### config.mk
export PLATFORM = sky130hd
export DESIGN_NAME = seconds_to_calendar_datetime
export DESIGN_NICKNAME = d
export VERILOG_FILES = /design/src/hw/rtl/s2cal_pkg.sv /design/src/hw/rtl/seconds_to_calendar_datetime.sv
export SDC_FILE = /design/constraint.sdc
export NUM_CORES = 1
export LEC_CHECK = 0
export ABC_AREA = 1
export BUFFER_PORTS_ARGS = -buffer_cell sky130_fd_sc_hd__buf_2
export CAP_MARGIN = 20
export CELL_PAD_IN_SITES_DETAIL_PLACEMENT = 1
export CELL_PAD_IN_SITES_GLOBAL_PLACEMENT = 1
export CORE_ASPECT_RATIO = 1.1
export CORE_MARGIN = 2
export CORE_UTILIZATION = 44
export DETAILED_ROUTE_END_ITERATION = 10
export PLACE_DENSITY_LB_ADDON = 0.1
export SLEW_MARGIN = 20
export SYNTH_ARGS = -nofsm -noshare
export SYNTH_HDL_FRONTEND = slang
export SYNTH_SLANG_ARGS = --single-unit
### constraint.sdc
create_clock -name clk -period 13.8 [get_ports clk]
set_input_delay 0.69 -clock clk [delete_from_list [all_inputs] [get_ports clk]]
set_output_delay 0.69 -clock clk [all_outputs]
set_load 0.03 [all_outputs]
### src/hw/rtl/s2cal_pkg.sv
`default_nettype none
// ----------------------------------------------------------------------------
// s2cal_pkg
// Constants and small helper functions for the seconds-to-calendar converter.
// ----------------------------------------------------------------------------
package s2cal_pkg;

  typedef logic [31:0] secs_t;

  localparam secs_t SECS_PER_DAY  = 32'd86400;
  localparam secs_t SECS_PER_HOUR = 32'd3600;
  localparam secs_t SECS_PER_MIN  = 32'd60;

  localparam secs_t SECS_365 = 32'd31536000;
  localparam secs_t SECS_366 = 32'd31622400;

  // 2000-01-01 fell on a Saturday.
  localparam logic [2:0] WDAY_EPOCH = 3'd6;

  localparam logic [3:0] MONTH_JAN = 4'd1;
  localparam logic [3:0] MONTH_FEB = 4'd2;
  localparam logic [3:0] MONTH_DEC = 4'd12;

  // Leap rule for years 2000 to 2255. The only century years in that span are
  // 2000, which is divisible by 400, and 2100 and 2200, which are not.
  function automatic logic is_leap(input logic [7:0] yoff);
    logic four;
    begin
      four = (yoff[1:0] == 2'b00);
      is_leap = four && (yoff != 8'd100) && (yoff != 8'd200);
    end
  endfunction

  // Length of a month in days.
  function automatic logic [4:0] month_days(input logic [3:0] month, input logic leap);
    begin
      unique case (month)
        4'd2:                     month_days = leap ? 5'd29 : 5'd28;
        4'd4, 4'd6, 4'd9, 4'd11:  month_days = 5'd30;
        default:                  month_days = 5'd31;
      endcase
    end
  endfunction

  // Length of a month in seconds.
  function automatic secs_t month_secs(input logic [4:0] days);
    begin
      unique case (days)
        5'd28:   month_secs = 32'd2419200;
        5'd29:   month_secs = 32'd2505600;
        5'd30:   month_secs = 32'd2592000;
        default: month_secs = 32'd2678400;
      endcase
    end
  endfunction

  // Weekday advanced by a small count of days, modulo seven.
  function automatic logic [2:0] wday_add(input logic [2:0] wday, input logic [4:0] days);
    logic [5:0] s;
    begin
      s = {3'b000, wday} + {1'b0, days};
      for (int i = 0; i < 5; i++) begin
        if (s >= 6'd7) begin
          s = s - 6'd7;
        end
      end
      wday_add = s[2:0];
    end
  endfunction

endpackage : s2cal_pkg
`default_nettype wire

### src/hw/rtl/seconds_to_calendar_datetime.sv
`default_nettype none
// ----------------------------------------------------------------------------
// seconds_to_calendar_datetime
// Converts a count of seconds since 2000-01-01 00:00:00 into calendar fields.
// ----------------------------------------------------------------------------
// The block takes one 32-bit count of seconds since the start of the year 2000
// and returns the Gregorian year offset, month, day, hour, minute, second and
// weekday (0 is Sunday). All work is done by a single 32-bit compare-and-
// subtract unit under a small sequencer. Whole years are removed first, one
// per cycle, then whole months, one per cycle; the day of month, hour and
// minute are then found by binary long division against shifted copies of the
// day, hour and minute lengths, one quotient bit per cycle, and what is left
// is the second. The weekday is carried along as days are removed, starting
// from the Saturday on which the epoch fell. The time from input transfer to
// result is set chiefly by the number of whole years in the input, up to 136.
// The input is stalled while a conversion is in progress; a finished result
// sits in an output register, so a new input can be taken while the previous
// result still awaits transfer.
// ----------------------------------------------------------------------------
module seconds_to_calendar_datetime
  import s2cal_pkg::*;
(
  input  wire logic        clk,
  input  wire logic        rst_n,

  input  wire logic        in_valid,
  output      logic        in_stall,
  input  wire logic [31:0] in_seconds_since_2000,

  output      logic        out_valid,
  input  wire logic        out_stall,
  output      logic [7:0]  out_year_offset,
  output      logic [3:0]  out_month,
  output      logic [4:0]  out_day,
  output      logic [4:0]  out_hour,
  output      logic [5:0]  out_minute,
  output      logic [5:0]  out_second,
  output      logic [2:0]  out_weekday
);

  // Sequencer states.
  localparam logic [2:0] S_IDLE  = 3'd0;
  localparam logic [2:0] S_YEAR  = 3'd1;
  localparam logic [2:0] S_MONTH = 3'd2;
  localparam logic [2:0] S_DAY   = 3'd3;
  localparam logic [2:0] S_HOUR  = 3'd4;
  localparam logic [2:0] S_MIN   = 3'd5;
  localparam logic [2:0] S_DONE  = 3'd6;

  // Highest quotient bit for each division phase.
  localparam logic [2:0] DAY_TOP_BIT  = 3'd4;
  localparam logic [2:0] HOUR_TOP_BIT = 3'd4;
  localparam logic [2:0] MIN_TOP_BIT  = 3'd5;

  logic [2:0]  state_r, state_nxt;
  logic [2:0]  step_r, step_nxt;
  secs_t       rem_r, rem_nxt;
  logic [7:0]  year_r, year_nxt;
  logic [3:0]  month_r, month_nxt;
  logic [4:0]  dayq_r, dayq_nxt;
  logic [4:0]  hour_r, hour_nxt;
  logic [5:0]  min_r, min_nxt;
  logic [2:0]  wday_r, wday_nxt;
  logic        out_valid_r, out_valid_nxt;

  logic [7:0]  out_year_r;
  logic [3:0]  out_month_r;
  logic [4:0]  out_day_r;
  logic [4:0]  out_hour_r;
  logic [5:0]  out_min_r;
  logic [5:0]  out_sec_r;
  logic [2:0]  out_wday_r;

  logic        leap;
  logic [4:0]  mdays;
  secs_t       sub_val;
  logic        ge;
  secs_t       diff;
  logic        in_xfer;
  logic        out_free;
  logic        load_out;

  assign leap  = is_leap(year_r);
  assign mdays = month_days(month_r, leap);

  // The shared unit: one subtrahend chosen per phase, one compare, one subtract.
  always_comb begin
    unique case (state_r)
      S_YEAR:  sub_val = leap ? SECS_366 : SECS_365;
      S_MONTH: sub_val = month_secs(mdays);
      S_DAY:   sub_val = SECS_PER_DAY << step_r;
      S_HOUR:  sub_val = SECS_PER_HOUR << step_r;
      S_MIN:   sub_val = SECS_PER_MIN << step_r;
      default: sub_val = '0;
    endcase
  end

  assign ge   = (rem_r >= sub_val);
  assign diff = rem_r - sub_val;

  assign in_xfer  = in_valid && !in_stall;
  assign out_free = !out_valid_r || !out_stall;
  assign load_out = (state_r == S_DONE) && out_free;

  always_comb begin
    state_nxt     = state_r;
    step_nxt      = step_r;
    rem_nxt       = rem_r;
    year_nxt      = year_r;
    month_nxt     = month_r;
    dayq_nxt      = dayq_r;
    hour_nxt      = hour_r;
    min_nxt       = min_r;
    wday_nxt      = wday_r;
    out_valid_nxt = out_valid_r && out_stall;

    unique case (state_r)
      S_IDLE: begin
        if (in_xfer) begin
          rem_nxt   = in_seconds_since_2000;
          year_nxt  = '0;
          month_nxt = MONTH_JAN;
          dayq_nxt  = '0;
          hour_nxt  = '0;
          min_nxt   = '0;
          wday_nxt  = WDAY_EPOCH;
          state_nxt = S_YEAR;
        end
      end
      S_YEAR: begin
        if (ge) begin
          rem_nxt  = diff;
          year_nxt = year_r + 8'd1;
          // A year moves the weekday on by one day, a leap year by two.
          wday_nxt = wday_add(wday_r, leap ? 5'd2 : 5'd1);
        end else begin
          state_nxt = S_MONTH;
        end
      end
      S_MONTH: begin
        if (ge && (month_r < MONTH_DEC)) begin
          rem_nxt   = diff;
          month_nxt = month_r + 4'd1;
          wday_nxt  = wday_add(wday_r, mdays - 5'd28);
        end else begin
          step_nxt  = DAY_TOP_BIT;
          state_nxt = S_DAY;
        end
      end
      S_DAY: begin
        if (ge) begin
          rem_nxt          = diff;
          dayq_nxt[step_r] = 1'b1;
        end
        if (step_r == '0) begin
          step_nxt  = HOUR_TOP_BIT;
          state_nxt = S_HOUR;
        end else begin
          step_nxt = step_r - 3'd1;
        end
      end
      S_HOUR: begin
        if (ge) begin
          rem_nxt          = diff;
          hour_nxt[step_r] = 1'b1;
        end
        if (step_r == '0) begin
          step_nxt  = MIN_TOP_BIT;
          state_nxt = S_MIN;
        end else begin
          step_nxt = step_r - 3'd1;
        end
      end
      S_MIN: begin
        if (ge) begin
          rem_nxt         = diff;
          min_nxt[step_r] = 1'b1;
        end
        if (step_r == '0) begin
          state_nxt = S_DONE;
        end else begin
          step_nxt = step_r - 3'd1;
        end
      end
      S_DONE: begin
        if (out_free) begin
          out_valid_nxt = 1'b1;
          state_nxt     = S_IDLE;
        end
      end
      default: begin
        state_nxt = S_IDLE;
      end
    endcase
  end

  always_ff @(posedge clk) begin
    if (!rst_n) begin
      state_r     <= S_IDLE;
      out_valid_r <= 1'b0;
    end else begin
      state_r     <= state_nxt;
      out_valid_r <= out_valid_nxt;
    end
  end

  always_ff @(posedge clk) begin
    step_r  <= step_nxt;
    rem_r   <= rem_nxt;
    year_r  <= year_nxt;
    month_r <= month_nxt;
    dayq_r  <= dayq_nxt;
    hour_r  <= hour_nxt;
    min_r   <= min_nxt;
    wday_r  <= wday_nxt;
  end

  // Result register; the remainder left after the minute phase is the second.
  always_ff @(posedge clk) begin
    if (load_out) begin
      out_year_r  <= year_r;
      out_month_r <= month_r;
      out_day_r   <= dayq_r + 5'd1;
      out_hour_r  <= hour_r;
      out_min_r   <= min_r;
      out_sec_r   <= rem_r[5:0];
      out_wday_r  <= wday_add(wday_r, dayq_r);
    end
  end

  assign in_stall        = (state_r != S_IDLE);
  assign out_valid       = out_valid_r;
  assign out_year_offset = out_year_r;
  assign out_month       = out_month_r;
  assign out_day         = out_day_r;
  assign out_hour        = out_hour_r;
  assign out_minute      = out_min_r;
  assign out_second      = out_sec_r;
  assign out_weekday     = out_wday_r;

endmodule : seconds_to_calendar_datetime
`default_nettype wire
==> flow_summary.ini <==
[finish]
nFillCells = 2378
multi_input_area_um2 = 4600
drive_gt1_share_pct = 16.7
diodes = 0
area_growth_pct = 11.7
ff_latch_area_um2 = 3170
nNetsFinal = 1251
finish.instance_area_um2 = 9420

[floorplanning]
ios = 75
core_region_area_um2 = 19000
dieWidth_um = 136
initial_core_util_pct = 44.5
die_height_um = 149
fp-row-count = 53
die-area_um2 = 20300

[sta]
worst_pin_slew_ns = 0.907
post-route-period-util_pct = 45.1
hold_viol_final = 0
fin_ws_ns = 7.57
relSlewSlack_pct = 39.5
drv_slew = 0
setup-tns-final_ns = 0
grt_setup_unrepaired = no
setup_violations = 0
clock-skew-final_ns = 0.0111
fin_crit_ns = 6.23
max_freq_ghz = 0.161
timing.hold.ws_ns = 0.432

[clock_tree]
cts_hold_buf = 0
path_clk_slew_ns = 0.08
cts_resized = 0
clock_path_buffers = 2
post_cts_buffers = 0
cts.sinks = 107
h-tree-depth = 3
cts_buffers = 9
clk_latency_ns = 0.36
cts_tree = done
cts_root_buf = clkbuf_16

[grt]
grt_pass1_vias = 7616
grt_pass1_wl_mm = 36.7
grtUsageTotal_pct = 22.7
grt_max_degree = 35
overflow = 0
antenna_found_initial = 0

[place]
dpl_cell_area_um2 = 9120
hpwlAfterDp_mm = 18.0
pre_cts_slack_ns = 7.53
routabilityCongestion = 0.867
io_buffers = 74

[yosys]
yosysTopAreaCell = edfxtp_1
ys_dominant_reg_cell = edfxtp_1
ys.warnings.count = 0
synth_top_cell_area_share_pct = 36.7
synthCells = 1076
ys_async_sr_fraction_pct = 0
ys_seq_elements = 107
synthTopCellsByArea = edfxtp_1 37%, nand2_1 10%, ha_1 9.0%, inv_1 6.6%, nor2_1 4.9%
synth-edff-count = 103
yosysSeqAreaShare_pct = 37.6
synth_fp_nets = 1176
ys_types = 50
avgSynthCellArea_um2 = 7.84
netlist_area_um2 = 8440

[routing]
drt_iter0_drc = 255
dr_total_vias = 7537
final_antenna_net_count = 0
first_pass_iters = 4
routed_via_density = 5.37
wl_mm = 22.6
wl_per_cell_um = 16.1
drc = 0

[setup_path]
cpMaxStageDelayCell = fa_1
crit_path_max_fanout = 5
startpoint = year_r[5]
path_common_cell = nand2_1
rr_worst_depth = 39
reg2reg_to = wday_r[1]
worstSetupPathType = reg2reg
critPathBufInv = 7
crit_family = simple AND/OR/NAND/NOR gates
r2r_setup_slack_ns = 7.57
crit_path_start_kind = flop
cp.arrival_ns = 6.34
crit_path_max_incr_delay_ns = 0.51
endpoint_kind = flop
crit-reg2reg-launch = year_r[5]
cp.required_ns = 13.91

[job]
drv_cap = 0

[hold_path]
hold_path_class = reg2reg
worstHoldStart = rem_r[0]
whs_path_depth = 0
min_to = out_second[0]

[run_status]
outcome = finished, final reports clean
worst register-to-register path, delay by kind of cell, from the launching register on:
family	cells	cell delay, ns
AO/OA/AOI/OAI	3	0.33
XOR/XNOR	3	0.73
adder cells (fa/ha/maj)	7	1.70
buffers and inverters	7	0.59
flip-flops	1	0.47
AND/OR/NAND/NOR	19	2.16
sequential cells by signal, summed over array words and instances, names as in the netlist:
| signal | count |
|---|---|
| rem_r | 32 |
| out_year_offset | 8 |
| year_r | 8 |
| min_r | 6 |
| out_minute | 6 |
| out_second | 6 |
| dayq_r | 5 |
| hour_r | 5 |
| out_day | 5 |
| out_hour | 5 |
| month_r | 4 |
| out_month | 4 |
| out_weekday | 3 |
| state_r | 3 |
| step_r | 3 |
| wday_r | 3 |
| out_valid | 1 |
metrics by stage:
step / cells / utilization, %
final: 1403 / 49.7
after global routing: 1403 / 49.7
after CTS: 1403 / 49.7
after detailed placement: 1387 / 48.1
after global placement: 1386 / 48.0
after floorplan: 1076 / -
layout make-up:
type / count / area share (%)
multi-input combinational: 789 / 48.8
clock inverter: 6 / 0.690
sequential: 107 / 33.7
timing repair buffer: 79 / 4.46
tap: 247 / 3.28
clock buffer: 10 / 2.54
inverter: 165 / 6.57
cell usage after synthesis, types with 4 or more instances:
cell	instances
edfxtp_1	103
inv_2	14
o21bai_1	4
nor3_1	9
xnor2_1	7
xor2_1	15
nand2_1	234
ha_1	61
nand3_2	20
nand3_1	59
clkbuf_1	15
a211oi_1	7
nor2_1	110
nand4_1	20
nor2_4	4
xor2_2	5
or2_2	6
o21a_1	4
o21ai_0	60
nor2_2	11
o22ai_1	4
inv_1	148
dfxtp_1	4
o31ai_1	5
nand2_2	23
a21oi_1	63
o21ai_1	9
a31oi_1	13
layout by cell type, fill, tap and decap left out, types with 3 or more instances in the layout:
master,n
a211oi_1,7
a21o_1,3
a21oi_1,63
a31oi_1,13
buf_2,74
buf_4,4
clkbuf_16,9
clkinv_1,3
dfxtp_1,4
edfxtp_1,103
fa_1,3
ha_1,61
inv_1,148
inv_2,14
nand2_1,234
nand2_2,23
nand3_1,59
nand3_2,20
nand3b_1,3
nand4_1,20
nor2_1,108
nor2_2,12
nor2_4,5
nor3_1,9
o211ai_1,3
o21a_1,4
o21ai_0,60
o21ai_1,9
o21bai_1,4
o22ai_1,4
o31ai_1,5
or2_2,6
xnor2_1,7
xor2_1,15
xor2_2,5
kinds of logic after synthesis:
group	after synthesis	share of synthesized area, %
compound gates	188	12.7
flops	107	37.6
simple gates	508	28.3
fa+ha+maj	64	9.76
xor+xnor	29	3.63
buf+inv	180	8.01
worst max path at each step:
stage | end | slack [ns] | depth (start not counted)
2_1_floorplan | wday_r[1] | 8.41 | 39
3_3_place_gp | wday_r[1] | 7.84 | 39
3_5_place_dp | wday_r[1] | 7.53 | 39
4_1_cts | wday_r[1] | 7.53 | 39
5_1_grt | wday_r[1] | 6.85 | 37
6_report | wday_r[1] | 7.57 | 39
layer usage:
layer	track usage (%)	vias up	part of all wire [%]
met4	7.40	0	2.0
met1	28.8	3650	45
met3	2.11	25	2.4
li1	-	3762	-
met2	40.6	100	50
met5	0	-	0
Power is left out: the tool's default activity adds up to more than one toggle a clock period on the data nets, which glitch-free logic cannot reach.
